**config.mk**
```make
export PLATFORM = sky130hd
export DESIGN_NAME = cartridge_real_time_clock
export DESIGN_NICKNAME = d
export VERILOG_FILES = /design/src/rtl/crtc_pkg.sv /design/src/rtl/cartridge_real_time_clock.sv
export SDC_FILE = /design/constraint.sdc
export NUM_CORES = 1
export LEC_CHECK = 0
export ABC_CLOCK_PERIOD_IN_PS = 6120
export BUFFER_PORTS_ARGS = -buffer_cell sky130_fd_sc_hd__buf_2
export CAP_MARGIN = 10
export CORE_UTILIZATION = 53
export CTS_BUF_LIST = sky130_fd_sc_hd__clkbuf_2 sky130_fd_sc_hd__clkbuf_4 sky130_fd_sc_hd__clkbuf_8
export CTS_CLUSTER_SIZE = 8
export DETAILED_ROUTE_END_ITERATION = 7
export HOLD_SLACK_MARGIN = 0.15
export PLACE_DENSITY = 0.73
export SLEW_MARGIN = 0
export SYNTH_ARGS = -nofsm -noshare
export SYNTH_HDL_FRONTEND = slang
export SYNTH_SLANG_ARGS = --single-unit
```
**constraint.sdc**
```tcl
create_clock -name clock -period 6.12 [get_ports clock]
set_input_delay 1.53 -clock clock [delete_from_list [all_inputs] [get_ports clock]]
set_output_delay 1.53 -clock clock [all_outputs]
set_load 0.02 [all_outputs]
```
**src/rtl/crtc_pkg.sv**
```systemverilog
// Shared types and constants for the cartridge real-time clock.
// Holds the transaction kinds, bus region codes and clock register codes.
// No dependencies.
package crtc_pkg;

   typedef enum logic [1:0] {
      KIND_TICK  = 2'd0,
      KIND_WRITE = 2'd1,
      KIND_READ  = 2'd2
   } req_kind_type;

   // Bus regions, decoded from address bits 15..13.
   localparam logic [2:0] REGION_ENABLE = 3'b000;
   localparam logic [2:0] REGION_SELECT = 3'b010;
   localparam logic [2:0] REGION_LATCH  = 3'b011;
   localparam logic [2:0] REGION_CLOCK  = 3'b101;

   localparam logic [3:0] ENABLE_KEY = 4'hA;
   localparam logic [7:0] LATCH_KEY  = 8'h01;

   // Clock register codes written to the register select.
   localparam logic [7:0] REG_SECONDS   = 8'h08;
   localparam logic [7:0] REG_MINUTES   = 8'h09;
   localparam logic [7:0] REG_HOURS     = 8'h0A;
   localparam logic [7:0] REG_DAYS_LOW  = 8'h0B;
   localparam logic [7:0] REG_DAYS_HIGH = 8'h0C;

   localparam logic [5:0] SECONDS_LAST = 6'd59;
   localparam logic [5:0] MINUTES_LAST = 6'd59;
   localparam logic [4:0] HOURS_LAST   = 5'd23;
   localparam logic [8:0] DAYS_LAST    = 9'd511;

   localparam logic [7:0] OPEN_BUS = 8'hFF;

endpackage

```
**src/rtl/cartridge_real_time_clock.sv**
```systemverilog
// Cartridge real-time clock: live and latched time counters behind a bus.
// Depends on crtc_pkg for transaction kinds and register codes.
// Accepts one transaction per clock cycle and returns exactly one result for each,
// in order. An input register holds the transaction; when it advances, the
// transaction updates the clock state and loads the result register. The
// input side stalls only while both the input register and the result register
// are full and the result is not being taken, so with rsp_tready held high the
// block sustains one transaction every cycle.
module cartridge_real_time_clock (
   input  logic        clock,
   input  logic        reset,
   input  logic        req_tvalid,
   output logic        req_tready,
   input  logic [23:0] req_tdata,   // [15:0] bus_address, [23:16] write_data
   input  logic [1:0]  req_tuser,   // [1:0] req_type
   output logic        rsp_tvalid,
   input  logic        rsp_tready,
   output logic [7:0]  rsp_tdata,   // [7:0] read_data
   output logic        rsp_tuser    // [0] read_valid
);

   // Input register.
   logic        stage_valid_ff, stage_valid_in;
   logic [1:0]  req_kind_ff, req_kind_in;
   logic [15:0] req_addr_ff, req_addr_in;
   logic [7:0]  req_data_ff, req_data_in;

   // Result register.
   logic        rsp_valid_ff, rsp_valid_in;
   logic [7:0]  rsp_data_ff, rsp_data_in;
   logic        rsp_flag_ff, rsp_flag_in;

   // Clock state.
   logic        access_enable_ff, access_enable_in;
   logic [7:0]  register_select_ff, register_select_in;
   logic        latch_last_ff, latch_last_in;
   logic [5:0]  live_seconds_ff, live_seconds_in;
   logic [5:0]  live_minutes_ff, live_minutes_in;
   logic [4:0]  live_hours_ff, live_hours_in;
   logic [8:0]  live_days_ff, live_days_in;
   logic        halt_ff, halt_in;
   logic        carry_ff, carry_in;
   logic [5:0]  snap_seconds_ff, snap_seconds_in;
   logic [5:0]  snap_minutes_ff, snap_minutes_in;
   logic [4:0]  snap_hours_ff, snap_hours_in;
   logic [7:0]  snap_days_high_ff, snap_days_high_in;
   logic [7:0]  snap_days_low_ff, snap_days_low_in;

   logic        stage_advance;
   logic        window_open;
   logic [2:0]  region;
   logic        is_write;
   logic        snap_take;
   logic        clock_write;

   assign stage_advance = stage_valid_ff && (!rsp_valid_ff || rsp_tready);
   assign req_tready    = !stage_valid_ff || stage_advance;

   assign region      = req_addr_ff[15:13];
   assign window_open = access_enable_ff &&
                        (register_select_ff >= crtc_pkg::REG_SECONDS) &&
                        (register_select_ff <= crtc_pkg::REG_DAYS_HIGH);
   assign is_write    = stage_advance &&
                        (req_kind_ff == crtc_pkg::KIND_WRITE);
   assign snap_take   = is_write && (region == crtc_pkg::REGION_LATCH) &&
                        !latch_last_ff && (req_data_ff == crtc_pkg::LATCH_KEY);
   assign clock_write = is_write && (region == crtc_pkg::REGION_CLOCK) && window_open;

   always_comb begin
      stage_valid_in = stage_valid_ff;
      req_kind_in    = req_kind_ff;
      req_addr_in    = req_addr_ff;
      req_data_in    = req_data_ff;
      if (req_tvalid && req_tready) begin
         stage_valid_in = 1'b1;
         req_kind_in    = req_tuser;
         req_addr_in    = req_tdata[15:0];
         req_data_in    = req_tdata[23:16];
      end else if (stage_advance) begin
         stage_valid_in = 1'b0;
      end
   end

   always_comb begin
      access_enable_in   = access_enable_ff;
      register_select_in = register_select_ff;
      latch_last_in      = latch_last_ff;
      live_seconds_in    = live_seconds_ff;
      live_minutes_in    = live_minutes_ff;
      live_hours_in      = live_hours_ff;
      live_days_in       = live_days_ff;
      halt_in            = halt_ff;
      carry_in           = carry_ff;
      snap_seconds_in    = snap_seconds_ff;
      snap_minutes_in    = snap_minutes_ff;
      snap_hours_in      = snap_hours_ff;
      snap_days_high_in  = snap_days_high_ff;
      snap_days_low_in   = snap_days_low_ff;
      rsp_valid_in       = rsp_valid_ff && !rsp_tready;
      rsp_data_in        = rsp_data_ff;
      rsp_flag_in        = rsp_flag_ff;

      if (stage_advance) begin
         rsp_valid_in = 1'b1;
         rsp_data_in  = '0;
         rsp_flag_in  = 1'b0;
         case (req_kind_ff)
            crtc_pkg::KIND_TICK: begin
               // Counters written past their limit wrap at field width with no carry.
               if (!halt_ff) begin
                  if (live_seconds_ff != crtc_pkg::SECONDS_LAST) begin
                     live_seconds_in = live_seconds_ff + 6'd1;
                  end else begin
                     live_seconds_in = '0;
                     if (live_minutes_ff != crtc_pkg::MINUTES_LAST) begin
                        live_minutes_in = live_minutes_ff + 6'd1;
                     end else begin
                        live_minutes_in = '0;
                        if (live_hours_ff != crtc_pkg::HOURS_LAST) begin
                           live_hours_in = live_hours_ff + 5'd1;
                        end else begin
                           live_hours_in = '0;
                           live_days_in  = live_days_ff + 9'd1;
                           if (live_days_ff == crtc_pkg::DAYS_LAST) begin
                              carry_in = 1'b1;
                           end
                        end
                     end
                  end
               end
            end
            crtc_pkg::KIND_WRITE: begin
               unique case (region)
                  crtc_pkg::REGION_ENABLE: begin
                     access_enable_in = (req_data_ff[3:0] == crtc_pkg::ENABLE_KEY);
                  end
                  crtc_pkg::REGION_SELECT: begin
                     register_select_in = req_data_ff;
                  end
                  crtc_pkg::REGION_LATCH: begin
                     if (snap_take) begin
                        snap_seconds_in   = live_seconds_ff;
                        snap_minutes_in   = live_minutes_ff;
                        snap_hours_in     = live_hours_ff;
                        snap_days_low_in  = live_days_ff[7:0];
                        snap_days_high_in = {carry_ff, halt_ff, 5'b0, live_days_ff[8]};
                     end
                     latch_last_in = (req_data_ff != 8'h00);
                  end
                  crtc_pkg::REGION_CLOCK: begin
                     if (window_open) begin
                        unique case (register_select_ff)
                           crtc_pkg::REG_SECONDS:  live_seconds_in = req_data_ff[5:0];
                           crtc_pkg::REG_MINUTES:  live_minutes_in = req_data_ff[5:0];
                           crtc_pkg::REG_HOURS:    live_hours_in   = req_data_ff[4:0];
                           crtc_pkg::REG_DAYS_LOW: live_days_in[7:0] = req_data_ff;
                           crtc_pkg::REG_DAYS_HIGH: begin
                              live_days_in[8] = req_data_ff[0];
                              halt_in         = req_data_ff[6];
                              carry_in        = req_data_ff[7];
                           end
                           default: begin
                           end
                        endcase
                     end
                  end
                  default: begin
                  end
               endcase
            end
            crtc_pkg::KIND_READ: begin
               rsp_flag_in = 1'b1;
               rsp_data_in = crtc_pkg::OPEN_BUS;
               if ((region == crtc_pkg::REGION_CLOCK) && window_open) begin
                  unique case (register_select_ff)
                     crtc_pkg::REG_SECONDS:   rsp_data_in = {2'b0, snap_seconds_ff};
                     crtc_pkg::REG_MINUTES:   rsp_data_in = {2'b0, snap_minutes_ff};
                     crtc_pkg::REG_HOURS:     rsp_data_in = {3'b0, snap_hours_ff};
                     crtc_pkg::REG_DAYS_LOW:  rsp_data_in = snap_days_low_ff;
                     crtc_pkg::REG_DAYS_HIGH: rsp_data_in = snap_days_high_ff;
                     default:                 rsp_data_in = crtc_pkg::OPEN_BUS;
                  endcase
               end
            end
            default: begin
            end
         endcase
      end
   end

   always_ff @(posedge clock) begin
      if (reset) begin
         stage_valid_ff     <= 1'b0;
         rsp_valid_ff       <= 1'b0;
         access_enable_ff   <= 1'b0;
         register_select_ff <= '0;
         latch_last_ff      <= 1'b1;
         live_seconds_ff    <= '0;
         live_minutes_ff    <= '0;
         live_hours_ff      <= '0;
         live_days_ff       <= '0;
         halt_ff            <= 1'b0;
         carry_ff           <= 1'b0;
         snap_seconds_ff    <= '0;
         snap_minutes_ff    <= '0;
         snap_hours_ff      <= '0;
         snap_days_high_ff  <= '0;
         snap_days_low_ff   <= '0;
      end else begin
         stage_valid_ff     <= stage_valid_in;
         rsp_valid_ff       <= rsp_valid_in;
         access_enable_ff   <= access_enable_in;
         register_select_ff <= register_select_in;
         latch_last_ff      <= latch_last_in;
         live_seconds_ff    <= live_seconds_in;
         live_minutes_ff    <= live_minutes_in;
         live_hours_ff      <= live_hours_in;
         live_days_ff       <= live_days_in;
         halt_ff            <= halt_in;
         carry_ff           <= carry_in;
         snap_seconds_ff    <= snap_seconds_in;
         snap_minutes_ff    <= snap_minutes_in;
         snap_hours_ff      <= snap_hours_in;
         snap_days_high_ff  <= snap_days_high_in;
         snap_days_low_ff   <= snap_days_low_in;
      end
   end

   // Payload registers carry no reset.
   always_ff @(posedge clock) begin
      req_kind_ff <= req_kind_in;
      req_addr_ff <= req_addr_in;
      req_data_ff <= req_data_in;
      rsp_data_ff <= rsp_data_in;
      rsp_flag_ff <= rsp_flag_in;
   end

   assign rsp_tvalid = rsp_valid_ff;
   assign rsp_tdata  = rsp_data_ff;
   assign rsp_tuser  = rsp_flag_ff;

   // The input side stalls only when both stages are full and the result is held.
   a_stall_only_when_full: assert property (@(posedge clock) disable iff (reset)
      !req_tready |-> (stage_valid_ff && rsp_valid_ff && !rsp_tready))
      else $error("input stalled while a stage was free");

   // Only a read transaction produces nonzero result data.
   a_nonread_zero: assert property (@(posedge clock) disable iff (reset)
      (rsp_tvalid && !rsp_tuser) |-> (rsp_tdata == 8'h00))
      else $error("non-read result carries data");

   // The snapshot moves only on a completed latch sequence.
   a_snapshot_on_latch: assert property (@(posedge clock) disable iff (reset)
      (!$past(reset) && !$stable(snap_seconds_ff)) |-> $past(snap_take))
      else $error("snapshot changed without a latch sequence");

   // Ticks keep an in-range seconds counter in range.
   a_seconds_in_range: assert property (@(posedge clock) disable iff (reset)
      ((live_seconds_ff <= crtc_pkg::SECONDS_LAST) && !clock_write)
      |=> (live_seconds_ff <= crtc_pkg::SECONDS_LAST))
      else $error("seconds counter left its range on a tick");

endmodule
```
==> results_dict.tcl, run 1 <==
set metrics [dict create \
    arrival_ns 2.07 \
    path_max_fanout 3 \
    drv_cap 0 \
    syn_area_sq_mm 0.00426 \
    rows 32 \
    gr-total-overflow 0 \
    drt-total-wl_microns 10600 \
    first_global_vias 3421 \
    final.setup.tns_ns 0 \
    first_iter_violations 327 \
    cp_num_buf_inv 2 \
    fin_crit_ns 3.60 \
    fin_crit_sh_pct 58.8 \
    ys.flop_type "dfxtp_1" \
    clockRootBuffer "clkbuf_8" \
    yosysSeqAreaShare_pct 47.5 \
    endpoint_kind "output port" \
    wl_per_cell_microns 18.8 \
    postRouteAntennaNets 0 \
    hpwl_microns 7120 \
    hold_viol 0 \
    critical_path_required_ns 4.59 \
    worstMarginPinSlew_ns 1.17 \
    cpPeakStageDelay_ns 0.18 \
    clk_latency_ns 0.38 \
    finalSetupViolCount 0 \
    holdBufCountCts 0 \
    ios 41 \
    outcome "finished, final reports clean" \
    grt_usage_pct 26.7 \
    cp_common_cell "buf_2" \
    dp_cells 547 \
    fin_util_pct 59.5 \
    grt_max_degree 71 \
    postSynthCellCount 443 \
    leakagePower_nw 1.55 \
    cts_setup_buffers 0 \
    pre_cts_ws_ns 2.39 \
    crit_family "simple AND/OR/NAND/NOR gates" \
    h-tree-depth 3 \
    cp-start-kind "input port" \
    maxClockFrequency_ghz 0.278 \
    layout_setup_ws_ns 2.52 \
    viasPerCell 6.33 \
    first_pass_iters 5 \
    die_area_sq_mm 0.00840 \
    via_count 3564 \
    rsz0062_at_grt "false" \
    ctsResizeCount 0 \
    route.detailed.drc 0 \
    antenna_found_initial 0 \
    cts_buffers 9 \
    async_flop_share_pct 0 \
    antenna_cells 0 \
    layout-drive-gt1-share_pct 11.9 \
    fill_cells 690 \
    slew_headroom_pct 21.7 \
    report.power.total_mw 1.12 \
    drv_slew 0 \
    ys_seq_elements 90 \
    nNetsFinal 491 \
    cts_tree "built" \
    fin_cells 563 \
    gp_congestion 0.892 \
    core_area_sq_mm 0.00777 \
    ys_types 61 \
    cpMaxStageDelayCell "nor2b_1" \
    syn_to_final_growth_pct 8.55 \
    die_x_microns 91.6 \
    finClkSkew_ns 0.0161 \
    ctsLongestPathBuffers 2 \
    die_h_microns 91.6 \
    port_buffers 27 \
    start_util_pct 54.8 \
    ir_worst_vdd_uv 140 \
    synth_enable_flop_cells 22 \
    syn_nets 478 \
    clk_pin_slew_ns 0.09 \
    hold_class "flop to flop" \
    worst-setup-path-type "input port to output port" \
    cts.sinks 90 \
    grt_pass1_wl_microns 17300 \
    synth.avg_cell_area_sq_um 9.61 \
    yosysWarnings 0 \
    crit_path_cell_trace "buf_2 -> nor2b_1 -> nand2_1 -> buf_2" \
    powerDensity_mw_per_mm2 241 \
]
metrics by stage:
step                area [sq um]  hold slack (ns)
CTS                         4620            0.501
finish                      4620            0.507
detailed placement          4420            0.478
global route                4620            0.536
floorplan                   4260            0.436
global placement            4420            0.447
layer usage:
layer	vias to the layer above	routed length [microns]	share of wire (%)	global-route usage, %
met1	1701	4680	44	35.3
met4	0	184	1.7	8.07
li1	1691	-	-	-
met3	25	800	7.6	7.13
met5	-	0	0	0
met2	147	4930	47	42.8
cell usage after synthesis, drive strengths merged (4+ instances only):
master | instances | area (sq um)
edfxtp | 22 | 661
a21oi | 29 | 145
nor2 | 66 | 248
nand2 | 26 | 97.6
o21ai | 9 | 45.0
nand2b | 6 | 37.5
mux2i | 39 | 390
and3 | 7 | 43.8
a22oi | 4 | 30.0
clkbuf | 17 | 63.8
buf | 11 | 75.1
nand4b | 6 | 52.6
nand3b | 5 | 37.5
nand3 | 19 | 95.1
nor3 | 16 | 80.1
ha | 5 | 62.6
dfxtp | 68 | 1360
a221oi | 9 | 78.8
nor4 | 5 | 31.3
inv | 4 | 15.0
o32ai | 4 | 50.1
a31oi | 4 | 25.0
o31ai | 14 | 105
logic make-up (layout without fill, tap and decap cells):
group           count (synthesis)  after routing  share of synthesized area (%)
compound gates                102            102                           17.7
xor+xnor                        1              1                          0.206
fa+ha+maj                       5              5                           1.47
buf+inv                        32             50                           3.61
flops                          90             90                           47.5
mux                            39             39                           9.17
simple gates                  174            174                           20.4
report_power, final:
part / total (mW) / switching, mW / leakage [nW] / internal [mW]
combinational: 0.0639 / 0.0449 / 0.683 / 0.0190
sequential: 0.631 / 0.0110 / 0.761 / 0.620
clock: 0.420 / 0.220 / 0.104 / 0.201
total: 1.12 / 0.276 / 1.55 / 0.840
placed cells by master (no fill, tap or decap), types with 3 or more instances in the layout:
| cell | n |
|---|---|
| a221oi_1 | 9 |
| clkbuf_8 | 10 |
| o21ai_0 | 7 |
| nand2b_1 | 6 |
| nand3_1 | 19 |
| nand4b_1 | 6 |
| a311oi_1 | 3 |
| dfxtp_1 | 68 |
| buf_4 | 3 |
| a31oi_1 | 4 |
| mux2i_1 | 39 |
| a21oi_1 | 29 |
| nor2_1 | 66 |
| a22oi_1 | 4 |
| nand2_1 | 26 |
| ha_1 | 5 |
| and2_1 | 3 |
| buf_2 | 27 |
| and3_1 | 7 |
| o31ai_1 | 14 |
| nor3_1 | 16 |
| inv_1 | 4 |
| a211oi_1 | 3 |
| nand3b_1 | 5 |
| nor4_1 | 4 |
| edfxtp_1 | 22 |
worst reg2reg max path, stage by stage, from the launching register on:
cell and delay, ns:
edfxtp_1 0.48, nor2b_2 0.18, buf_4 0.32, nand3_1 0.48
nor4b_2 1.10, mux2i_1 0.30, nor2_1 0.06
registers in the layout, summed over array words and instances (netlist names), 2 cells and up:
name	count
snap_days_low_ff	8
snap_hours_ff	5
rsp_tdata	8
live_hours_ff	5
register_select_ff	8
snap_seconds_ff	6
req_data_ff	8
req_kind_ff	2
snap_minutes_ff	6
live_minutes_ff	6
live_days_ff	9
live_seconds_ff	6
snap_days_high_ff	3
req_addr_ff	3
final cells by class:
class / count / area (sq um) / area share, %
clock inverter: 6 / 65.1 / 1.41
tap: 102 / 128 / 2.76
multi-input combinational: 321 / 2100 / 45.4
clock buffer: 10 / 138 / 2.98
sequential: 90 / 2020 / 43.7
timing repair buffer: 30 / 158 / 3.41
inverter: 4 / 15.0 / 0.325
final timing paths:
path / start / endpoint / slack [ns] / cells past startpoint
max reg2reg: req_kind_ff[0]$_DFFE_PP_ / register_select_ff[3]$_SDFFE_PP0P_ / 3.08 / 6
max: rsp_tready / req_tready / 2.52 / 4
min: snap_hours_ff[1]$_SDFFE_PP0P_ / snap_hours_ff[1]$_SDFFE_PP0P_ / 0.51 / 2
min reg2reg: snap_hours_ff[1]$_SDFFE_PP0P_ / snap_hours_ff[1]$_SDFFE_PP0P_ / 0.51 / 2
Power figures use the tool's default switching activity.
==> run 2, diff against run 1 <==
Settings changed: ABC_AREA from default to 1, ABC_CLOCK_PERIOD_IN_PS 6120 to 2900, PLACE_DENSITY 0.73 to 0.75.
Clock period 6.12 ns to 2.9 ns, I/O delays scaled along.
==> run 2 against run 1 <==
Hold slack worse by 0.042 ns. Non-clock buffer count unchanged. Design area up 1.4%. Register-to-register slack worse by 2.6 ns. Final cell count increased by 27%. Routed wire length is 1.2% lower. Core utilization grew 0.82 points. Clock power is 120% higher. Sequential share of layout area fell by 0.60 points. Synthesized area up 0.18%. Setup slack worse by 2.0 ns. Combinational power up 150%.
==> results_dict.tcl, run 2 <==
set metrics [dict create \
    cts.sinks 90 \
    first_global_vias 3617 \
    syn_nets 618 \
    outcome "finished, final reports clean" \
    top_register "live_days_ff" \
    finClkSkew_ns 0.0128 \
    postRouteAntennaNets 0 \
    viasPerCell 5.54 \
    layout-drive-gt1-share_pct 8.79 \
    drv_cap 0 \
    async_flop_share_pct 0 \
    fin_crit_sh_pct 83.0 \
    cts_tree "built" \
    antenna_cells 0 \
    yosysTopAreaCellShare_pct 31.9 \
    final_cell_mix "nor2_1 (132), nand2_1 (104), dfxtp_1 (68)" \
    die_x_microns 91.7 \
    worstReg2RegEnd "snap_days_low_ff[3]$_SDFFE_PP0P_" \
    hold_depth 2 \
    synth_common_cells "nor2_1 (132), nand2_1 (104), dfxtp_1 (68)" \
    syn_area_sq_mm 0.00427 \
    antenna_found_initial 0 \
    rrSetupSlack_ns 0.49 \
    worstMarginPinSlew_ns 0.548 \
    worstReg2RegStart "req_kind_ff[1]$_DFFE_PP_" \
    gp_congestion 0.876 \
    synth.avg_cell_area_sq_um 7.32 \
    largest_register_ffs 9 \
    grt_usage_pct 27.1 \
    synth.most_common_cell "nor2_1" \
    endpoint_kind "flop" \
    gr-total-overflow 0 \
    ctsLongestPathBuffers 2 \
    route.detailed.drc 0 \
    arrival_ns 2.70 \
    hpwl_microns 7380 \
    die_area_sq_mm 0.00841 \
    final_common_cell "nor2_1" \
    finalSetupViolCount 0 \
    ys.flop_type "dfxtp_1" \
    ys_types 27 \
    nNetsFinal 644 \
    syn_to_final_growth_pct 9.85 \
    clk_latency_ns 0.37 \
    synth_enable_flop_cells 22 \
    hold_start "latch_last_ff$_SDFFE_PP1N_" \
    die_h_microns 91.7 \
    via_count 3968 \
    core_area_sq_mm 0.00777 \
    holdBufCountCts 0 \
    ctsResizeCount 0 \
    ir_worst_vdd_uv 268 \
    holdPathEnd "latch_last_ff$_SDFFE_PP1N_" \
    critical_path_required_ns 3.19 \
    postSynthCellCount 583 \
    ys_seq_elements 90 \
    hold_viol 0 \
    cts_buffers 9 \
    cts_setup_buffers 0 \
    h-tree-depth 3 \
    clockRootBuffer "clkbuf_8" \
    r2r_cells 8 \
    final.setup.tns_ns 0 \
    drv_slew 0 \
    worst-setup-path-type "flop to flop" \
    first_pass_iters 6 \
    synth_area_leaders "dfxtp_1 (32%), edfxtp_1 (15%), nor2_1 (12%), nand2_1 (9.1%), o21ai_0 (6.3%)" \
    cp-start-kind "flop" \
    start_util_pct 54.9 \
    synth_top_area_cell "dfxtp_1" \
    grt_pass1_wl_microns 17500 \
    layout_setup_ws_ns 0.494 \
    leakagePower_nw 2.11 \
    hold_class "flop to flop" \
    slew_headroom_pct 63.5 \
    path_max_fanout 23 \
    wl_per_cell_microns 14.6 \
    rows 32 \
    maxClockFrequency_ghz 0.416 \
    fin_crit_ns 2.41 \
    yosysWarnings 0 \
    rsz0062_at_grt "false" \
    yosysSeqAreaShare_pct 47.4 \
    port_buffers 27 \
    drt-total-wl_microns 10500 \
    powerDensity_mw_per_mm2 519 \
    ios 41 \
    pre_cts_ws_ns 0.375 \
    first_iter_violations 346 \
    clk_pin_slew_ns 0.09 \
    grt_max_degree 61 \
]
==> run 2: cell count changes in the layout (fill, tap and decap cells not counted), moves of 10 or more <==
cell and change:
nand2_1 +78, o21ai_1 +18, o21ai_0 +47, o31ai_1 -10
nor2_1 +66, inv_1 +55, mux2i_1 -39, nand3_1 +10
==> run 2: worst max-delay path by stage <==
stage,startpoint,endpoint,slack (ns)
final,req_kind_ff[1]$_DFFE_PP_,snap_days_low_ff[3]$_SDFFE_PP0P_,0.49
after global routing,req_kind_ff[1]$_DFFE_PP_,snap_days_low_ff[3]$_SDFFE_PP0P_,0.32
after CTS,req_kind_ff[1]$_DFFE_PP_,snap_days_low_ff[3]$_SDFFE_PP0P_,0.51
after detailed placement,rsp_tready,snap_days_low_ff[7]$_SDFFE_PP0P_,0.37
after global placement,rsp_tready,snap_days_low_ff[7]$_SDFFE_PP0P_,0.42
after floorplan,rsp_tready,snap_seconds_ff[2]$_SDFFE_PP0P_,1.03
==> run 2: worst max-delay path, stage by stage (launching register included) <==
cell      delay [ns]
edfxtp_1        0.50
nor2_4          0.43
inv_2           0.10
nor2_4          0.18
nand4_4         0.14
nor3_4          0.34
buf_4           0.34
o21ai_0         0.15
nor2_1          0.14
==> run 2: layout make-up <==
cell class	count	area, sq um
Fill cell	749	3080
Sequential cell	90	2020
Multi-Input combinational cell	416	1930
Inverter	62	233
Timing Repair Buffer	30	158
Clock buffer	12	146
Tap cell	102	128
Clock inverter	4	70.1
==> run 2: cell families (layout without fill, tap and decap cells) <==
group                    after synthesis  after routing  synth area share [%]
AND/OR/NAND/NOR                      287            287                  28.1
AO/OA/AOI/OAI                        118            118                  14.4
flip-flops                            90             90                  47.4
buffers and inverters                 77            108                  7.36
XOR/XNOR                               6              6                  1.23
adder cells (fa/ha/maj)                5              5                  1.47
==> run 2: metrics by stage <==
| step | area [sq um] | utilization (%) | total power, mW | std cells | hold WS, ns |
|---|---|---|---|---|---|
| 6_report | 4690 | 60.3 | 2.43 | 716 | 0.465 |
| 5_1_grt | 4690 | 60.3 | 2.52 | 716 | 0.495 |
| 4_1_cts | 4690 | 60.3 | 2.45 | 716 | 0.472 |
| 3_5_place_dp | 4470 | 57.6 | 1.52 | 700 | 0.452 |
| 3_3_place_gp | 4470 | 57.6 | 1.52 | 700 | 0.447 |
| 2_1_floorplan | 4270 | - | 1.47 | 583 | 0.434 |
==> run 2: power by group <==
part	leakage, nW	internal [mW]	total (mW)	switching [mW]
clock	0.115	0.512	0.937	0.425
combinational	1.24	0.0466	0.159	0.112
sequential	0.761	1.31	1.34	0.0230
total	2.11	1.87	2.43	0.560
==> run 2: routing by layer <==
layer | vias to the layer above | wire (microns) | GRT usage [%]
li1 | 1958 | - | -
met1 | 1839 | 4760 | 37.8
met2 | 155 | 4830 | 42.5
met3 | 16 | 712 | 4.89
met4 | 0 | 163 | 8.98
met5 | - | 0 | 0
==> run 3, diff against run 2 <==
Settings changed: ABC_AREA 1 to 0, ABC_CLOCK_PERIOD_IN_PS 2900 to 2400, PLACE_DENSITY 0.75 to 0.73.
Clock period 2.9 ns to 2.4 ns, I/O delays scaled along.
==> run 3 against run 2 <==
Combinational power up 19%. Non-clock buffer count up 27. Setup slack worse by 0.39 ns.
==> results_dict.tcl, run 3 (synthesis results as in run 1) <==
set metrics [dict create \
    wl_per_cell_microns 18.4 \
    arrival_ns 2.52 \
    report.power.total_mw 2.85 \
    hold_class "input port to flop" \
    worstReg2RegEnd "live_days_ff[1]$_SDFFE_PP0P_" \
    first_global_vias 3499 \
    viasPerCell 6.33 \
    holdBufCountCts 0 \
    rrSetupSlack_ns 0.11 \
    ctsLongestPathBuffers 2 \
    route.met2.wl_microns 4900 \
    hpwl_microns 7410 \
    leakagePower_nw 1.70 \
    clockRootBuffer "clkbuf_8" \
    grt_pass1_wl_microns 18000 \
    first_iter_violations 222 \
    cts_buffers 9 \
    antenna_found_initial 0 \
    port_buffers 27 \
    final_common_cell "dfxtp_1" \
    hold_start "req_tuser[0]" \
    worstReg2RegStart "live_seconds_ff[1]$_SDFFE_PP0P_" \
    finalSetupViolCount 0 \
    gr-total-overflow 0 \
    final_cell_mix "dfxtp_1 (68), nor2_1 (66), mux2i_1 (39)" \
    die_h_microns 91.6 \
    first_pass_iters 6 \
    layout_setup_ws_ns 0.108 \
    ios 41 \
    cpMaxStageDelayCell "or4_4" \
    rows 32 \
    endpoint_kind "flop" \
    cts_tree "built" \
    grt_usage_pct 28.1 \
    final.setup.tns_ns 0 \
    cpPeakStageDelay_ns 0.59 \
    hold_viol 0 \
    via_count 3737 \
    cts.sinks 90 \
    powerDensity_mw_per_mm2 579 \
    worstMarginPinSlew_ns 0.676 \
    top_register "live_days_ff" \
    drv_cap 0 \
    met3_length_microns 739 \
    core_area_sq_mm 0.00777 \
    hold_depth 1 \
    r2r_cells 6 \
    ir_worst_vdd_uv 296 \
    die_area_sq_mm 0.00840 \
    critical_path_required_ns 2.63 \
    h-tree-depth 3 \
    slew_headroom_pct 54.8 \
    nNetsFinal 518 \
    maxClockFrequency_ghz 0.436 \
    largest_register_ffs 9 \
    syn_to_final_growth_pct 15.6 \
    clk_latency_ns 0.37 \
    route.detailed.drc 0 \
    fin_crit_ns 2.29 \
    gp_congestion 0.875 \
    die_x_microns 91.6 \
    drt-total-wl_microns 10900 \
    layout-drive-gt1-share_pct 18.6 \
    pre_cts_ws_ns 0.0364 \
    holdPathEnd "req_kind_ff[0]$_DFFE_PP_" \
    cp-startpoint "live_seconds_ff[1]$_SDFFE_PP0P_" \
    path_max_fanout 8 \
    start_util_pct 54.8 \
    finClkSkew_ns 0.00895 \
    top_layer "met4" \
    outcome "finished, final reports clean" \
    cp-start-kind "flop" \
    fin_crit_sh_pct 95.5 \
    drv_slew 0 \
    clk_pin_slew_ns 0.09 \
    worst-setup-path-type "flop to flop" \
    postRouteAntennaNets 0 \
    grt_max_degree 32 \
    crit_path_cell_trace "ha_1 -> nand3b_1 -> or4_4 -> o32a_4 -> a2111oi_2 -> nor3_1" \
    antenna_cells 0 \
    wl_met1_microns 4760 \
]
run 3: changes by cell type in the layout (fill, tap and decap cells not counted), sizes merged, moves of 9 or more:
cell    delta
a221oi     +9
buf       +27
inv       -56
mux2i     +39
nand2     -78
nand3     -10
nor2      -68
o21ai     -65
o31ai     +10
run 3: worst max-delay path by stage:
stage                                      end  slack [ns]  cells past startpoint
6_report          live_days_ff[1]$_SDFFE_PP0P_        0.11                      6
4_1_cts        live_minutes_ff[1]$_SDFFE_PP0P_      -0.002                      5
5_1_grt           live_days_ff[1]$_SDFFE_PP0P_       -0.02                      6
2_1_floorplan  live_minutes_ff[1]$_SDFFE_PP0P_        0.12                      7
3_3_place_gp   live_minutes_ff[1]$_SDFFE_PP0P_        0.07                      5
3_5_place_dp   live_minutes_ff[1]$_SDFFE_PP0P_        0.04                      5
run 3: final cells by class:
| class | instances | area (sq um) |
|---|---|---|
| tap | 102 | 128 |
| multi-input combinational | 321 | 2170 |
| clock buffer | 9 | 124 |
| inverter | 4 | 15.0 |
| fill | 664 | 2840 |
| timing repair buffer | 57 | 385 |
| clock inverter | 7 | 76.3 |
| sequential | 90 | 2020 |
run 3: layer usage:
layer / track usage [%] / vias up
met3: 5.22 / 36
li1: - / 1750
met4: 14.9 / 0
met2: 43.2 / 178
met1: 37.6 / 1773
met5: 0 / -
run 3: what timing repair did:
item                                   in CTS  in global routing
setup buffers                               0                  1
resized for setup                           3                 11
endpoints found under the hold margin       0                  0
pin swaps                                   0                  1
setup endpoints to repair                   1                 14
run 3: where the power goes:
part	leakage, nW	internal, mW	switching [mW]	total, mW
registers	0.761	1.58	0.0264	1.61
logic	0.844	0.0633	0.126	0.189
clock network	0.0979	0.488	0.566	1.05
run 3: metrics by stage:
stage / util (%) / hold slack (ns) / cells / cell area (sq um)
2_1_floorplan: - / 0.436 / 443 / 4260
3_3_place_gp: 59.7 / 0.447 / 573 / 4640
3_5_place_dp: 59.7 / 0.475 / 573 / 4640
4_1_cts: 62.6 / 0.382 / 589 / 4860
5_1_grt: 63.4 / 0.378 / 590 / 4920
6_report: 63.4 / 0.392 / 590 / 4920
run 3: worst max-delay path: cells and delay by family (launching register included):
family / cells / cell delay (ns)
AND/OR/NAND/NOR: 3 / 0.82
AO/OA/AOI/OAI: 2 / 0.78
flip-flops: 1 / 0.38
adder cells (fa/ha/maj): 1 / 0.18
